File: src/design/speed_brake_steer_controller_defines.svh
// Assertion macros shared by the controller RTL.
`ifndef SPEED_BRAKE_STEER_CONTROLLER_DEFINES_SVH
`define SPEED_BRAKE_STEER_CONTROLLER_DEFINES_SVH

`ifndef NO_ASSERTIONS
// Same-cycle implication, disabled while reset is active.
`define SBSC_ASSERT_NOW(label, clk, rst_n, ante, cons) \
    label: assert property (@(posedge clk) disable iff (!rst_n) (ante) |-> (cons)) \
        else $error("sbsc: same-cycle check failed");
// Next-cycle implication, disabled while reset is active.
`define SBSC_ASSERT_NEXT(label, clk, rst_n, ante, cons) \
    label: assert property (@(posedge clk) disable iff (!rst_n) (ante) |=> (cons)) \
        else $error("sbsc: next-cycle check failed");
`else
`define SBSC_ASSERT_NOW(label, clk, rst_n, ante, cons)
`define SBSC_ASSERT_NEXT(label, clk, rst_n, ante, cons)
`endif

`endif

File: src/design/sbsc_pkg.sv
`default_nettype none

package sbsc_pkg;

    // Stream and configuration port widths
    localparam int S_DATA_W   = 136;
    localparam int M_DATA_W   = 80;
    localparam int CFG_IDX_W  = 3;
    localparam int CFG_DATA_W = 16;

    // Register indexes on the configuration port
    localparam logic [CFG_IDX_W-1:0] CFG_KP_GAIN        = 3'd0;
    localparam logic [CFG_IDX_W-1:0] CFG_WHEEL_RADIUS   = 3'd1;
    localparam logic [CFG_IDX_W-1:0] CFG_BRAKE_DISTANCE = 3'd2;
    localparam logic [CFG_IDX_W-1:0] CFG_CAMERA_GAIN    = 3'd3;
    localparam logic [CFG_IDX_W-1:0] CFG_MOTOR_LIMIT    = 3'd4;
    localparam logic [CFG_IDX_W-1:0] CFG_FRAME_WIDTH    = 3'd5;
    localparam logic [CFG_IDX_W-1:0] CFG_MOTOR_COUNT    = 3'd6;

    // Register reset values
    localparam logic [15:0] RST_KP_GAIN        = 16'd1536;
    localparam logic [15:0] RST_WHEEL_RADIUS   = 16'd22938;
    localparam logic [15:0] RST_BRAKE_DISTANCE = 16'd1536;
    localparam logic [14:0] RST_CAMERA_GAIN    = 15'd9830;
    localparam logic [14:0] RST_MOTOR_LIMIT    = 15'd6144;

    localparam int DEF_MAX_WIDTH = 1024;
    localparam int FW_W          = 11;

    // Accumulators
    localparam int SUM_W     = 28;
    localparam int PIX_CNT_W = 20;

    // Control constants
    localparam int VLIMIT_FLOOR   = 26;
    localparam int DEFAULT_VLIMIT = 6144;
    localparam int STEER_ONE      = 16384;
    localparam int BRAKE_ONE      = 32768;
    localparam int AST_DEN        = 255 * 65536;
    localparam int AST_HALF       = AST_DEN / 2;

    // Shared divider
    localparam int DIV_N_W = 44;
    localparam int DIV_D_W = 24;

    typedef struct packed {
        logic busy;
        logic done;
    } div_stat_t;

endpackage

`default_nettype wire

File: src/design/sbsc_div.sv
`default_nettype none

// Restoring divider, one quotient bit per cycle.
module sbsc_div
    import sbsc_pkg::*;
(
    input  wire logic               clk,
    input  wire logic               rst_n,
    input  wire logic               start,
    input  wire logic [DIV_N_W-1:0] dividend,
    input  wire logic [DIV_D_W-1:0] divisor,
    output logic      [DIV_N_W-1:0] quotient,
    output div_stat_t               stat
);

    localparam int STEP_W = $clog2(DIV_N_W + 1);

    logic [DIV_D_W-1:0] rem_reg, rem_next;
    logic [DIV_N_W-1:0] quot_reg, quot_next;
    logic [DIV_D_W-1:0] den_reg, den_next;
    logic [STEP_W-1:0]  step_reg, step_next;
    logic               busy_reg, busy_next;
    logic               done_reg, done_next;
    logic [DIV_D_W:0]   trial;
    logic [DIV_D_W:0]   diff;

    always_comb
    begin
        trial     = {rem_reg, quot_reg[DIV_N_W-1]};
        diff      = trial - {1'b0, den_reg};
        rem_next  = rem_reg;
        quot_next = quot_reg;
        den_next  = den_reg;
        step_next = step_reg;
        busy_next = busy_reg;
        done_next = 1'b0;
        if (start)
        begin
            rem_next  = '0;
            quot_next = dividend;
            den_next  = divisor;
            step_next = STEP_W'(DIV_N_W);
            busy_next = 1'b1;
        end
        else if (busy_reg)
        begin
            // shift in the next dividend bit, subtract when it fits
            if (trial >= {1'b0, den_reg})
            begin
                rem_next  = diff[DIV_D_W-1:0];
                quot_next = {quot_reg[DIV_N_W-2:0], 1'b1};
            end
            else
            begin
                rem_next  = trial[DIV_D_W-1:0];
                quot_next = {quot_reg[DIV_N_W-2:0], 1'b0};
            end
            step_next = step_reg - 1'b1;
            if (step_reg == STEP_W'(1))
            begin
                busy_next = 1'b0;
                done_next = 1'b1;
            end
        end
    end

    always_ff @(posedge clk or negedge rst_n)
    begin
        if (!rst_n)
        begin
            step_reg <= '0;
            busy_reg <= 1'b0;
            done_reg <= 1'b0;
        end
        else
        begin
            step_reg <= step_next;
            busy_reg <= busy_next;
            done_reg <= done_next;
        end
    end

    always_ff @(posedge clk)
    begin
        rem_reg  <= rem_next;
        quot_reg <= quot_next;
        den_reg  <= den_next;
    end

    assign quotient  = quot_reg;
    assign stat.busy = busy_reg;
    assign stat.done = done_reg;

endmodule

`default_nettype wire

File: src/design/speed_brake_steer_controller.sv
`default_nettype none

// Speed, brake and steering controller. The input stream carries camera pixel
// words (s_tuser low) and control tick words (s_tuser high). A pixel word's
// brightness goes to the left or right half sum and count, split at half of
// the frame width (capped at MAX_WIDTH); columns at or beyond that width are
// dropped. Pixels can stream back to back at one word per cycle while no tick
// is in work. A tick word returns one result word and clears the sums and
// counts. The tick runs under a small sequencer around one shared 26x17
// multiplier and one shared 44-step restoring divider. Braking and the camera
// assist both use the divider (brake ratio, two half means and the assist
// scaling); with neither, no division runs. s_tready is low while a tick is in
// work. The result sits in an output register, so new pixels are taken while
// it waits for m_tready; a later tick waits only if that register is still
// full. The user must write configuration through cfg_we/cfg_index/cfg_data
// only while the block is idle; the block itself does not enforce this.
// Index 7 is ignored.

`include "speed_brake_steer_controller_defines.svh"

module speed_brake_steer_controller
    import sbsc_pkg::*;
#(
    parameter int MAX_WIDTH = DEF_MAX_WIDTH
)
(
    input  wire logic                  clk,
    input  wire logic                  rst_n,
    // s_tdata from bit 0: pixel[7:0], column[17:8], wheel_vel_a[33:18],
    // wheel_vel_b[49:34], wheel_vel_c[65:50], wheel_vel_d[81:66],
    // target_speed[97:82], base_steer[113:98], front_dist[129:114],
    // front_valid[130], zero fill[135:131]
    input  wire logic                  s_tvalid,
    output logic                       s_tready,
    input  wire logic [S_DATA_W-1:0]   s_tdata,
    // s_tuser: operation (0 pixel, 1 tick)
    input  wire logic                  s_tuser,
    // m_tdata from bit 0: motor_voltage[15:0], steer_cmd[31:16],
    // brake_cmd[47:32], measured_speed[63:48], camera_assist[79:64]
    output logic                       m_tvalid,
    input  wire logic                  m_tready,
    output logic      [M_DATA_W-1:0]   m_tdata,
    input  wire logic                  cfg_we,
    input  wire logic [CFG_IDX_W-1:0]  cfg_index,
    input  wire logic [CFG_DATA_W-1:0] cfg_data
);

    // Effective width signal covers both the 11-bit frame width and MAX_WIDTH
    localparam int MW_W  = $clog2(MAX_WIDTH + 1);
    localparam int EW_W  = (MW_W > FW_W) ? MW_W : FW_W;
    localparam int SUMX_W = SUM_W + 1;

    localparam int MUL_A_W = 26;
    localparam int MUL_B_W = 17;
    localparam int PROD_W  = MUL_A_W + MUL_B_W;
    localparam int SPD_SH  = 18;
    localparam int DRV_SH  = 8;
    localparam int AVG_W   = 25;

    localparam logic [3:0] ST_IDLE    = 4'd0;
    localparam logic [3:0] ST_MUL_SPD = 4'd1;
    localparam logic [3:0] ST_SPD     = 4'd2;
    localparam logic [3:0] ST_MUL_DRV = 4'd3;
    localparam logic [3:0] ST_DRV     = 4'd4;
    localparam logic [3:0] ST_DIV_B   = 4'd5;
    localparam logic [3:0] ST_DIV_L   = 4'd6;
    localparam logic [3:0] ST_DIV_R   = 4'd7;
    localparam logic [3:0] ST_MUL_AST = 4'd8;
    localparam logic [3:0] ST_DIV_A   = 4'd9;
    localparam logic [3:0] ST_FIN     = 4'd10;

    localparam logic signed [17:0] S16_MAX  = 18'sd32767;
    localparam logic signed [17:0] S16_MIN  = -18'sd32768;
    localparam logic signed [18:0] STEER_HI = 19'(STEER_ONE);
    localparam logic signed [18:0] STEER_LO = -19'(STEER_ONE);

    function automatic logic [15:0] sat16(input logic signed [17:0] v);
        if (v > S16_MAX)
            return 16'h7FFF;
        else if (v < S16_MIN)
            return 16'h8000;
        else
            return v[15:0];
    endfunction

    // Control state
    logic [3:0]           state_reg, state_next;
    logic                 go_reg, go_next;
    logic                 m_tvalid_reg, m_tvalid_next;

    // Configuration registers
    logic [15:0]          kp_reg, kp_next;
    logic [15:0]          radius_reg, radius_next;
    logic [15:0]          bdist_reg, bdist_next;
    logic [14:0]          cgain_reg, cgain_next;
    logic [14:0]          mlimit_reg, mlimit_next;
    logic [FW_W-1:0]      fwidth_reg, fwidth_next;
    logic [3:0]           mcount_reg, mcount_next;

    // Frame accumulators
    logic [SUM_W-1:0]     lsum_reg, lsum_next;
    logic [SUM_W-1:0]     rsum_reg, rsum_next;
    logic [PIX_CNT_W-1:0] lcnt_reg, lcnt_next;
    logic [PIX_CNT_W-1:0] rcnt_reg, rcnt_next;

    // Tick payload
    logic signed [17:0]   wsum_reg, wsum_next;
    logic signed [15:0]   target_reg, target_next;
    logic signed [15:0]   steer_in_reg, steer_in_next;
    logic [15:0]          dist_reg, dist_next;
    logic                 fvalid_reg, fvalid_next;
    logic signed [PROD_W-1:0] prod_reg, prod_next;
    logic signed [16:0]   speed_reg, speed_next;
    logic signed [26:0]   drive_reg, drive_next;
    logic                 brk_reg, brk_next;
    logic [15:0]          brake_reg, brake_next;
    logic [AVG_W-1:0]     lavg_reg, lavg_next;
    logic [AVG_W-1:0]     ravg_reg, ravg_next;
    logic signed [17:0]   assist_reg, assist_next;
    logic [M_DATA_W-1:0]  m_data_reg, m_data_next;

    // Input fields
    logic [7:0]           in_pixel;
    logic [9:0]           in_column;
    logic signed [15:0]   in_wa, in_wb, in_wc, in_wd;
    logic signed [15:0]   in_target, in_steer;
    logic [15:0]          in_dist;
    logic                 in_fvalid;

    assign in_pixel  = s_tdata[7:0];
    assign in_column = s_tdata[17:8];
    assign in_wa     = s_tdata[33:18];
    assign in_wb     = s_tdata[49:34];
    assign in_wc     = s_tdata[65:50];
    assign in_wd     = s_tdata[81:66];
    assign in_target = s_tdata[97:82];
    assign in_steer  = s_tdata[113:98];
    assign in_dist   = s_tdata[129:114];
    assign in_fvalid = s_tdata[130];

    // Pixel split and saturating accumulate
    logic [EW_W-1:0]      eff_w;
    logic [EW_W-1:0]      col_ext;
    logic                 in_frame;
    logic                 is_left;
    logic [SUMX_W-1:0]    lsum_add, rsum_add;
    logic [SUM_W-1:0]     lsum_sat, rsum_sat;

    assign eff_w    = (EW_W'(fwidth_reg) > EW_W'(MAX_WIDTH)) ? EW_W'(MAX_WIDTH)
                                                              : EW_W'(fwidth_reg);
    assign col_ext  = EW_W'(in_column);
    assign in_frame = col_ext < eff_w;
    assign is_left  = col_ext < (eff_w >> 1);
    assign lsum_add = {1'b0, lsum_reg} + SUMX_W'(in_pixel);
    assign rsum_add = {1'b0, rsum_reg} + SUMX_W'(in_pixel);
    assign lsum_sat = lsum_add[SUM_W] ? {SUM_W{1'b1}} : lsum_add[SUM_W-1:0];
    assign rsum_sat = rsum_add[SUM_W] ? {SUM_W{1'b1}} : rsum_add[SUM_W-1:0];

    // Shared multiplier, operands picked by the sequencer
    logic signed [MUL_A_W-1:0] mul_a;
    logic signed [MUL_B_W-1:0] mul_b;
    logic signed [PROD_W-1:0]  mul_p;
    logic signed [17:0]        speed_err;
    logic signed [MUL_A_W-1:0] avg_diff;

    assign speed_err = target_reg - speed_reg;
    assign avg_diff  = $signed({1'b0, ravg_reg}) - $signed({1'b0, lavg_reg});

    always_comb
    begin
        unique case (state_reg)
            ST_MUL_SPD:
            begin
                mul_a = MUL_A_W'(wsum_reg);
                mul_b = $signed({1'b0, radius_reg});
            end
            ST_MUL_DRV:
            begin
                mul_a = MUL_A_W'(speed_err);
                mul_b = $signed({1'b0, kp_reg});
            end
            ST_MUL_AST:
            begin
                mul_a = avg_diff;
                mul_b = $signed({2'b00, cgain_reg});
            end
            default:
            begin
                mul_a = '0;
                mul_b = '0;
            end
        endcase
    end

    assign mul_p = mul_a * mul_b;

    // Round-to-nearest (ties away from zero) on the registered product
    logic                 prod_neg;
    logic [PROD_W-1:0]    prod_mag;
    logic [PROD_W-1:0]    spd_rnd;
    logic [PROD_W-1:0]    drv_rnd;
    logic signed [16:0]   speed_val;
    logic signed [26:0]   drive_val;

    assign prod_neg  = prod_reg[PROD_W-1];
    assign prod_mag  = prod_neg ? PROD_W'(-prod_reg) : PROD_W'(prod_reg);
    assign spd_rnd   = prod_mag + (PROD_W'(1) << (SPD_SH - 1));
    assign drv_rnd   = prod_mag + (PROD_W'(1) << (DRV_SH - 1));
    assign speed_val = prod_neg ? -$signed({1'b0, spd_rnd[SPD_SH+15:SPD_SH]})
                                :  $signed({1'b0, spd_rnd[SPD_SH+15:SPD_SH]});
    assign drive_val = prod_neg ? -$signed({1'b0, drv_rnd[DRV_SH+25:DRV_SH]})
                                :  $signed({1'b0, drv_rnd[DRV_SH+25:DRV_SH]});

    // Brake and assist conditions
    logic                 brk_cond;
    logic                 ast_en;
    logic [15:0]          bd_diff;

    assign brk_cond = fvalid_reg && (dist_reg < bdist_reg);
    assign ast_en   = (eff_w > EW_W'(1)) && (lcnt_reg != '0) && (rcnt_reg != '0);
    assign bd_diff  = bdist_reg - dist_reg;

    // Shared divider
    logic                 div_start;
    logic [DIV_N_W-1:0]   div_n;
    logic [DIV_D_W-1:0]   div_d;
    logic [DIV_N_W-1:0]   div_q;
    div_stat_t            div_stat;
    logic [15:0]          brake_q;
    logic signed [17:0]   ast_val;

    always_comb
    begin
        unique case (state_reg)
            ST_DIV_B:
            begin
                div_n = DIV_N_W'({bd_diff, 15'd0}) + DIV_N_W'(bdist_reg >> 1);
                div_d = DIV_D_W'(bdist_reg);
            end
            ST_DIV_L:
            begin
                div_n = DIV_N_W'({lsum_reg, 16'd0});
                div_d = DIV_D_W'(lcnt_reg);
            end
            ST_DIV_R:
            begin
                div_n = DIV_N_W'({rsum_reg, 16'd0});
                div_d = DIV_D_W'(rcnt_reg);
            end
            ST_DIV_A:
            begin
                div_n = DIV_N_W'(prod_mag) + DIV_N_W'(AST_HALF);
                div_d = DIV_D_W'(AST_DEN);
            end
            default:
            begin
                div_n = '0;
                div_d = '0;
            end
        endcase
    end

    sbsc_div u_div (
        .clk      (clk),
        .rst_n    (rst_n),
        .start    (div_start),
        .dividend (div_n),
        .divisor  (div_d),
        .quotient (div_q),
        .stat     (div_stat)
    );

    assign brake_q = (div_q > DIV_N_W'(BRAKE_ONE)) ? 16'(BRAKE_ONE) : div_q[15:0];
    assign ast_val = prod_neg ? -$signed({1'b0, div_q[16:0]})
                              :  $signed({1'b0, div_q[16:0]});

    // Final limits on the result word
    logic [14:0]          vmax;
    logic signed [26:0]   vmax_s;
    logic signed [26:0]   drive_eff;
    logic signed [26:0]   volt;
    logic signed [18:0]   steer_sum;
    logic signed [18:0]   steer_cl;
    logic                 out_free;

    assign vmax      = (mlimit_reg > 15'(VLIMIT_FLOOR)) ? mlimit_reg : 15'(DEFAULT_VLIMIT);
    assign vmax_s    = $signed({12'd0, vmax});
    assign drive_eff = brk_reg ? '0 : drive_reg;
    assign steer_sum = steer_in_reg + assist_reg;
    assign out_free  = !m_tvalid_reg || m_tready;

    always_comb
    begin
        priority if (mcount_reg == '0)
            volt = '0;
        else if (drive_eff > vmax_s)
            volt = vmax_s;
        else if (drive_eff < -vmax_s)
            volt = -vmax_s;
        else
            volt = drive_eff;
    end

    always_comb
    begin
        priority if (steer_sum > STEER_HI)
            steer_cl = STEER_HI;
        else if (steer_sum < STEER_LO)
            steer_cl = STEER_LO;
        else
            steer_cl = steer_sum;
    end

    // Sequencer
    always_comb
    begin
        state_next    = state_reg;
        go_next       = go_reg;
        m_tvalid_next = m_tvalid_reg;
        kp_next       = kp_reg;
        radius_next   = radius_reg;
        bdist_next    = bdist_reg;
        cgain_next    = cgain_reg;
        mlimit_next   = mlimit_reg;
        fwidth_next   = fwidth_reg;
        mcount_next   = mcount_reg;
        lsum_next     = lsum_reg;
        rsum_next     = rsum_reg;
        lcnt_next     = lcnt_reg;
        rcnt_next     = rcnt_reg;
        wsum_next     = wsum_reg;
        target_next   = target_reg;
        steer_in_next = steer_in_reg;
        dist_next     = dist_reg;
        fvalid_next   = fvalid_reg;
        prod_next     = prod_reg;
        speed_next    = speed_reg;
        drive_next    = drive_reg;
        brk_next      = brk_reg;
        brake_next    = brake_reg;
        lavg_next     = lavg_reg;
        ravg_next     = ravg_reg;
        assist_next   = assist_reg;
        m_data_next   = m_data_reg;
        div_start     = 1'b0;

        if (cfg_we)
        begin
            unique case (cfg_index)
                CFG_KP_GAIN:        kp_next     = cfg_data;
                CFG_WHEEL_RADIUS:   radius_next = cfg_data;
                CFG_BRAKE_DISTANCE: bdist_next  = cfg_data;
                CFG_CAMERA_GAIN:    cgain_next  = cfg_data[14:0];
                CFG_MOTOR_LIMIT:    mlimit_next = cfg_data[14:0];
                CFG_FRAME_WIDTH:    fwidth_next = cfg_data[FW_W-1:0];
                CFG_MOTOR_COUNT:    mcount_next = cfg_data[3:0];
                default:            ;
            endcase
        end

        // drop the result word once taken; a new load below overrides
        if (m_tvalid_reg && m_tready)
            m_tvalid_next = 1'b0;

        unique case (state_reg)
            ST_IDLE:
            begin
                if (s_tvalid)
                begin
                    if (s_tuser)
                    begin
                        wsum_next     = 18'(in_wa) + 18'(in_wb) + 18'(in_wc) + 18'(in_wd);
                        target_next   = in_target;
                        steer_in_next = in_steer;
                        dist_next     = in_dist;
                        fvalid_next   = in_fvalid;
                        state_next    = ST_MUL_SPD;
                    end
                    else if (in_frame)
                    begin
                        if (is_left)
                        begin
                            lsum_next = lsum_sat;
                            if (lcnt_reg != '1)
                                lcnt_next = lcnt_reg + 1'b1;
                        end
                        else
                        begin
                            rsum_next = rsum_sat;
                            if (rcnt_reg != '1)
                                rcnt_next = rcnt_reg + 1'b1;
                        end
                    end
                end
            end
            ST_MUL_SPD:
            begin
                prod_next  = mul_p;
                state_next = ST_SPD;
            end
            ST_SPD:
            begin
                speed_next = speed_val;
                state_next = ST_MUL_DRV;
            end
            ST_MUL_DRV:
            begin
                prod_next  = mul_p;
                state_next = ST_DRV;
            end
            ST_DRV:
            begin
                drive_next = drive_val;
                brk_next   = brk_cond;
                brake_next = '0;
                priority if (brk_cond)
                begin
                    go_next    = 1'b1;
                    state_next = ST_DIV_B;
                end
                else if (ast_en)
                begin
                    go_next    = 1'b1;
                    state_next = ST_DIV_L;
                end
                else
                begin
                    assist_next = '0;
                    state_next  = ST_FIN;
                end
            end
            ST_DIV_B:
            begin
                div_start = go_reg;
                go_next   = 1'b0;
                if (div_stat.done)
                begin
                    brake_next = brake_q;
                    if (ast_en)
                    begin
                        go_next    = 1'b1;
                        state_next = ST_DIV_L;
                    end
                    else
                    begin
                        assist_next = '0;
                        state_next  = ST_FIN;
                    end
                end
            end
            ST_DIV_L:
            begin
                div_start = go_reg;
                go_next   = 1'b0;
                if (div_stat.done)
                begin
                    lavg_next  = div_q[AVG_W-1:0];
                    go_next    = 1'b1;
                    state_next = ST_DIV_R;
                end
            end
            ST_DIV_R:
            begin
                div_start = go_reg;
                go_next   = 1'b0;
                if (div_stat.done)
                begin
                    ravg_next  = div_q[AVG_W-1:0];
                    state_next = ST_MUL_AST;
                end
            end
            ST_MUL_AST:
            begin
                prod_next  = mul_p;
                go_next    = 1'b1;
                state_next = ST_DIV_A;
            end
            ST_DIV_A:
            begin
                div_start = go_reg;
                go_next   = 1'b0;
                if (div_stat.done)
                begin
                    assist_next = ast_val;
                    state_next  = ST_FIN;
                end
            end
            ST_FIN:
            begin
                // hold until the output register is free, then load and
                // clear the frame sums
                if (out_free)
                begin
                    m_data_next   = {sat16(assist_reg), sat16(18'(speed_reg)), brake_reg,
                                     steer_cl[15:0], volt[15:0]};
                    m_tvalid_next = 1'b1;
                    lsum_next     = '0;
                    rsum_next     = '0;
                    lcnt_next     = '0;
                    rcnt_next     = '0;
                    state_next    = ST_IDLE;
                end
            end
            default:
            begin
                state_next = ST_IDLE;
            end
        endcase
    end

    always_ff @(posedge clk or negedge rst_n)
    begin
        if (!rst_n)
        begin
            state_reg    <= ST_IDLE;
            go_reg       <= 1'b0;
            m_tvalid_reg <= 1'b0;
            kp_reg       <= RST_KP_GAIN;
            radius_reg   <= RST_WHEEL_RADIUS;
            bdist_reg    <= RST_BRAKE_DISTANCE;
            cgain_reg    <= RST_CAMERA_GAIN;
            mlimit_reg   <= RST_MOTOR_LIMIT;
            fwidth_reg   <= '0;
            mcount_reg   <= '0;
            lsum_reg     <= '0;
            rsum_reg     <= '0;
            lcnt_reg     <= '0;
            rcnt_reg     <= '0;
        end
        else
        begin
            state_reg    <= state_next;
            go_reg       <= go_next;
            m_tvalid_reg <= m_tvalid_next;
            kp_reg       <= kp_next;
            radius_reg   <= radius_next;
            bdist_reg    <= bdist_next;
            cgain_reg    <= cgain_next;
            mlimit_reg   <= mlimit_next;
            fwidth_reg   <= fwidth_next;
            mcount_reg   <= mcount_next;
            lsum_reg     <= lsum_next;
            rsum_reg     <= rsum_next;
            lcnt_reg     <= lcnt_next;
            rcnt_reg     <= rcnt_next;
        end
    end

    always_ff @(posedge clk)
    begin
        wsum_reg     <= wsum_next;
        target_reg   <= target_next;
        steer_in_reg <= steer_in_next;
        dist_reg     <= dist_next;
        fvalid_reg   <= fvalid_next;
        prod_reg     <= prod_next;
        speed_reg    <= speed_next;
        drive_reg    <= drive_next;
        brk_reg      <= brk_next;
        brake_reg    <= brake_next;
        lavg_reg     <= lavg_next;
        ravg_reg     <= ravg_next;
        assist_reg   <= assist_next;
        m_data_reg   <= m_data_next;
    end

    assign s_tready = (state_reg == ST_IDLE);
    assign m_tvalid = m_tvalid_reg;
    assign m_tdata  = m_data_reg;

    // A tick word starts the speed multiply on the next cycle
    `SBSC_ASSERT_NEXT(a_tick_starts, clk, rst_n, s_tvalid && s_tready && s_tuser, state_reg == ST_MUL_SPD)
    // No word is taken while the divider is working
    `SBSC_ASSERT_NOW(a_busy_not_ready, clk, rst_n, div_stat.busy, !s_tready)
    // Divider completion only lands in a state that waits for it
    `SBSC_ASSERT_NOW(a_done_in_div, clk, rst_n, div_stat.done, state_reg == ST_DIV_B || state_reg == ST_DIV_L || state_reg == ST_DIV_R || state_reg == ST_DIV_A)
    // Loading a result clears the frame counts
    `SBSC_ASSERT_NEXT(a_frame_cleared, clk, rst_n, (state_reg == ST_FIN) && out_free, (lcnt_reg == '0) && (rcnt_reg == '0))
    // Brake and steer stay inside their unit ranges
    `SBSC_ASSERT_NOW(a_out_ranges, clk, rst_n, m_tvalid, (m_tdata[47:32] <= 16'd32768) && ($signed(m_tdata[31:16]) <= 16'sd16384) && ($signed(m_tdata[31:16]) >= -16'sd16384))

endmodule

`default_nettype wire
File: config.mk
export PLATFORM = sky130hd
export DESIGN_NAME = speed_brake_steer_controller
export DESIGN_NICKNAME = d
export VERILOG_FILES = /design/src/design/sbsc_pkg.sv /design/src/design/sbsc_div.sv /design/src/design/speed_brake_steer_controller.sv
export VERILOG_INCLUDE_DIRS = /design/src /design/src/design
export SDC_FILE = /design/constraint.sdc
export NUM_CORES = 2
export LEC_CHECK = 0
export BUFFER_PORTS_ARGS = -buffer_cell sky130_fd_sc_hd__buf_2
export CAP_MARGIN = 20
export CELL_PAD_IN_SITES_DETAIL_PLACEMENT = 2
export CELL_PAD_IN_SITES_GLOBAL_PLACEMENT = 2
export CORE_MARGIN = 2
export CORE_UTILIZATION = 45
export CTS_BUF_LIST = sky130_fd_sc_hd__clkbuf_4
export DETAILED_ROUTE_END_ITERATION = 7
export PLACE_DENSITY_LB_ADDON = 0.1
export SLEW_MARGIN = 10
export SYNTH_ARGS = -nofsm -noshare
export SYNTH_HDL_FRONTEND = slang
export SYNTH_SLANG_ARGS = --single-unit
File: constraint.sdc
create_clock -name clk -period 15.8 [get_ports clk]
set_clock_uncertainty 0.2 [all_clocks]
set_input_delay 3.95 -clock clk [delete_from_list [all_inputs] [get_ports clk]]
set_output_delay 3.95 -clock clk [all_outputs]
set_load 0.05 [all_outputs]
==> metrics.md <==
| Metric | Value |
|---|---|
| Non-Filler Instances | `7550` |
| Die Span Y | `347 µm` |
| CTS tree | `yes` |
| Routed WL | `225000 µm` |
| Vias per cell | `6.17` |
| CP most frequent cell | `fa_1` |
| GRT overflow | `0` |
| Die Footprint | `121000 µm²` |
| Final worst path period share | `73.4%` |
| Syn_area_per_cell | `9.57 µm²` |
| Final Max Slew Viols | `0` |
| Total Nets Final | `6765` |
| Initial DRC count | `3942` |
| Setup Buffers After CTS | `0` |
| CTS buffer count | `179` |
| P per Cell Area | `202 nW/µm²` |
| IO Count | `243` |
| FMAX | `86.2 MHz` |
| Root buffer cell | `clkbuf_4` |
| Detail Placement HPWL | `158000 µm` |
| Slowest-stage cell, CP | `o22ai_2` |
| # H-tree levels | `4` |
| Clk buf depth | `3` |
| Initial Util | `45.2%` |
| Dominant cell type by area after synthesis | `edfxtp_1` |
| Overall global routing resource usage | `35.9%` |
| CP max FO | `16` |
| Layout cells sized above 1 | `13.9%` |
| Remaining antenna violation count | `0` |
| Commonest cells in the netlist | `inv_1, nand2_1, nor2_1, fa_1, edfxtp_1` |
| Seq cells post-synth | `611` |
| Critical path type | `reg2reg` |
| Max_cap viols | `0` |
| Post-synth EDFFs | `384` |
| Hold slack final | `0.226 ns` |
| Placed cell count | `7198` |
| Max VDD drop | `0.125 mV` |
| Leak pwr | `0.0255 µW` |
| Synthesized area | `53100 µm²` |
| First-pass GRT wire length | `327000 µm` |
| Chip width | `347 µm` |
| Largest net degree at the start of global routing | `81` |
| Clock sinks | `611` |
| Core Area | `117000 µm²` |
| Worst path max stage delay | `0.93 ns` |
| Synth unique cells | `99` |
| Worst Hold Class | `reg2reg` |
| Clock Pin Slew Worst Setup and Hold Paths | `0.08 ns` |
| # DRC | `0` |
| CP endpoint kind | `flip-flop` |
| Yosys warnings | `0` |
| Number of buffers added on ports | `237` |
| Placer congestion estimate | `0.916` |
| Primary FF master, synth | `edfxtp_1` |
| RSZ-0062 raised after global routing | `false` |
| Post-Synthesis Cells | `5545` |
| Rows | `126` |
| Worst-Skew Late Latency | `1.18 ns` |
| Avg WL per Cell | `29.8 µm` |
| Hold buffers post-CTS | `0` |
| Asr flop ratio synth | `33.2%` |
| Initial antenna violation count | `20` |
| CP Launch Type | `flip-flop` |
| Ranking of synthesized cells by area | `edfxtp_1, fa_1, dfrtp_1` |
| Cts repair resizes | `0` |
| Critical Path RT | `16.45 ns` |
| DR vias | `46600` |
| Synth top area share | `21.7%` |
| Status | `complete, no violations` |
| Drt first pass iters | `5` |
| Register area share after synthesis | `32.2%` |
| Max FFs per register | `80` |
| CP Data Arrival Time | `12.25 ns` |
| Least-Margin Pin Slew | `1.16 ns` |
| Most frequent cell after synthesis | `inv_1` |
| Area Overhead vs Synth | `10.5%` |
| Endpoints failing setup | `0` |
| Slew HR | `23.0%` |
| Final TNS setup | `0 ns` |
| Final min period | `11.60 ns` |
| Final Hold Vio Count | `0` |
| Fillers | `12400` |
| Vias in the first global route | `52500` |
worst paths after layout:
kind,start,slack [ns],to,cells past startpoint
min reg2reg,brake_reg[4]$_SDFFCE_PN0P_,0.23,m_tdata[36]$_DFFE_PP_,0
max reg2reg,speed_reg[0]$_DFFE_PP_,4.20,prod_reg[41]$_DFFE_PN_,34
max in group asynchronous,rst_n,11.12,kp_reg[11]$_DFFE_PN0P_,2
min in group asynchronous,rst_n,2.64,u_div.step_reg[4]$_DFFE_PN0P_,1
max,speed_reg[0]$_DFFE_PP_,4.20,prod_reg[41]$_DFFE_PN_,34
min,brake_reg[4]$_SDFFCE_PN0P_,0.23,m_tdata[36]$_DFFE_PP_,0
report_power, final:
group / switching [µW] / leakage, µW / total, µW / internal, µW
combinational: 4870 / 0.0177 / 7290 / 2420
sequential: 561 / 0.00637 / 2900 / 2340
clock: 847 / 0.00137 / 1640 / 795
through the flow:
step                      util [%]  power [µW]  cell area (µm²)  setup WS (ns)
after floorplan                  -        7180            53100           6.80
after global placement        47.9        9290            56200           5.20
after detailed placement      47.9        9840            56200           4.62
after CTS                     49.8       11600            58500           4.42
after global routing          49.9       12500            58600           3.73
final                         49.9       11800            58600           4.20
per-layer routing:
layer / GRT usage, % / vias to the layer above / routed length, µm
met5: 0 / - / 47
met4: 19.3 / 6 / 14300
met3: 6.26 / 728 / 14500
met2: 62.1 / 2034 / 111000
met1: 42.3 / 24100 / 85200
li1: - / 19700 / -
layout by cell type, fill, tap and decap left out, types with 20 or more instances in the layout:
| master | instances |
|---|---|
| or2_2 | 20 |
| and3_1 | 37 |
| a22oi_1 | 27 |
| dfxtp_1 | 24 |
| diode_2 | 23 |
| nor3_1 | 98 |
| nor2b_1 | 95 |
| nor4_1 | 64 |
| o22ai_1 | 25 |
| nand2_1 | 559 |
| o21a_1 | 62 |
| nand4_1 | 54 |
| a21oi_1 | 237 |
| a31oi_1 | 46 |
| edfxtp_1 | 384 |
| mux2i_1 | 49 |
| or3_1 | 34 |
| inv_1 | 681 |
| ha_1 | 313 |
| and2_1 | 70 |
| a221oi_1 | 24 |
| a21o_1 | 70 |
| xor2_1 | 100 |
| nand3_1 | 84 |
| nor2_1 | 482 |
| dfrtp_1 | 181 |
| buf_4 | 89 |
| buf_2 | 236 |
| o31ai_1 | 41 |
| clkbuf_4 | 260 |
| xnor2_1 | 232 |
| nand2b_1 | 34 |
| clkinv_1 | 43 |
| fa_1 | 445 |
| mux2_2 | 109 |
| o21ai_0 | 244 |
| dfstp_2 | 21 |
final cells by class:
cell class	count	area, µm²	area share, %
multi-input combinational	4039	32700	55.8
sequential	611	17100	29.2
inverter	687	2580	4.40
clock buffer	260	1950	3.33
tap	1536	1920	3.28
timing repair buffer	328	1900	3.24
clock inverter	66	363	0.619
antenna	23	57.6	0.0982
worst max-delay path: cells and delay by family, from the launching register on:
family                   cells  cell delay (ns)
AND/OR/NAND/NOR              7             1.36
AO/OA/AOI/OAI               13             4.52
multiplexers                 1             0.13
XOR/XNOR                     1             0.19
adder cells (fa/ha/maj)      9             4.25
buffers and inverters        3             0.17
flip-flops                   1             0.53
kinds of logic (layout without fill, tap and decap cells):
logic type | Yosys count | in the layout | share of synthesized area (%)
other | 1 | 35 | 0.00706
flip-flops | 611 | 611 | 32.2
multiplexers | 158 | 158 | 3.24
buffers and inverters | 906 | 1341 | 6.46
AO/OA/AOI/OAI | 1028 | 1028 | 12.6
XOR/XNOR | 334 | 334 | 5.55
adder cells (fa/ha/maj) | 773 | 773 | 24.4
AND/OR/NAND/NOR | 1734 | 1734 | 15.4
(Power assumes the default switching activity.)
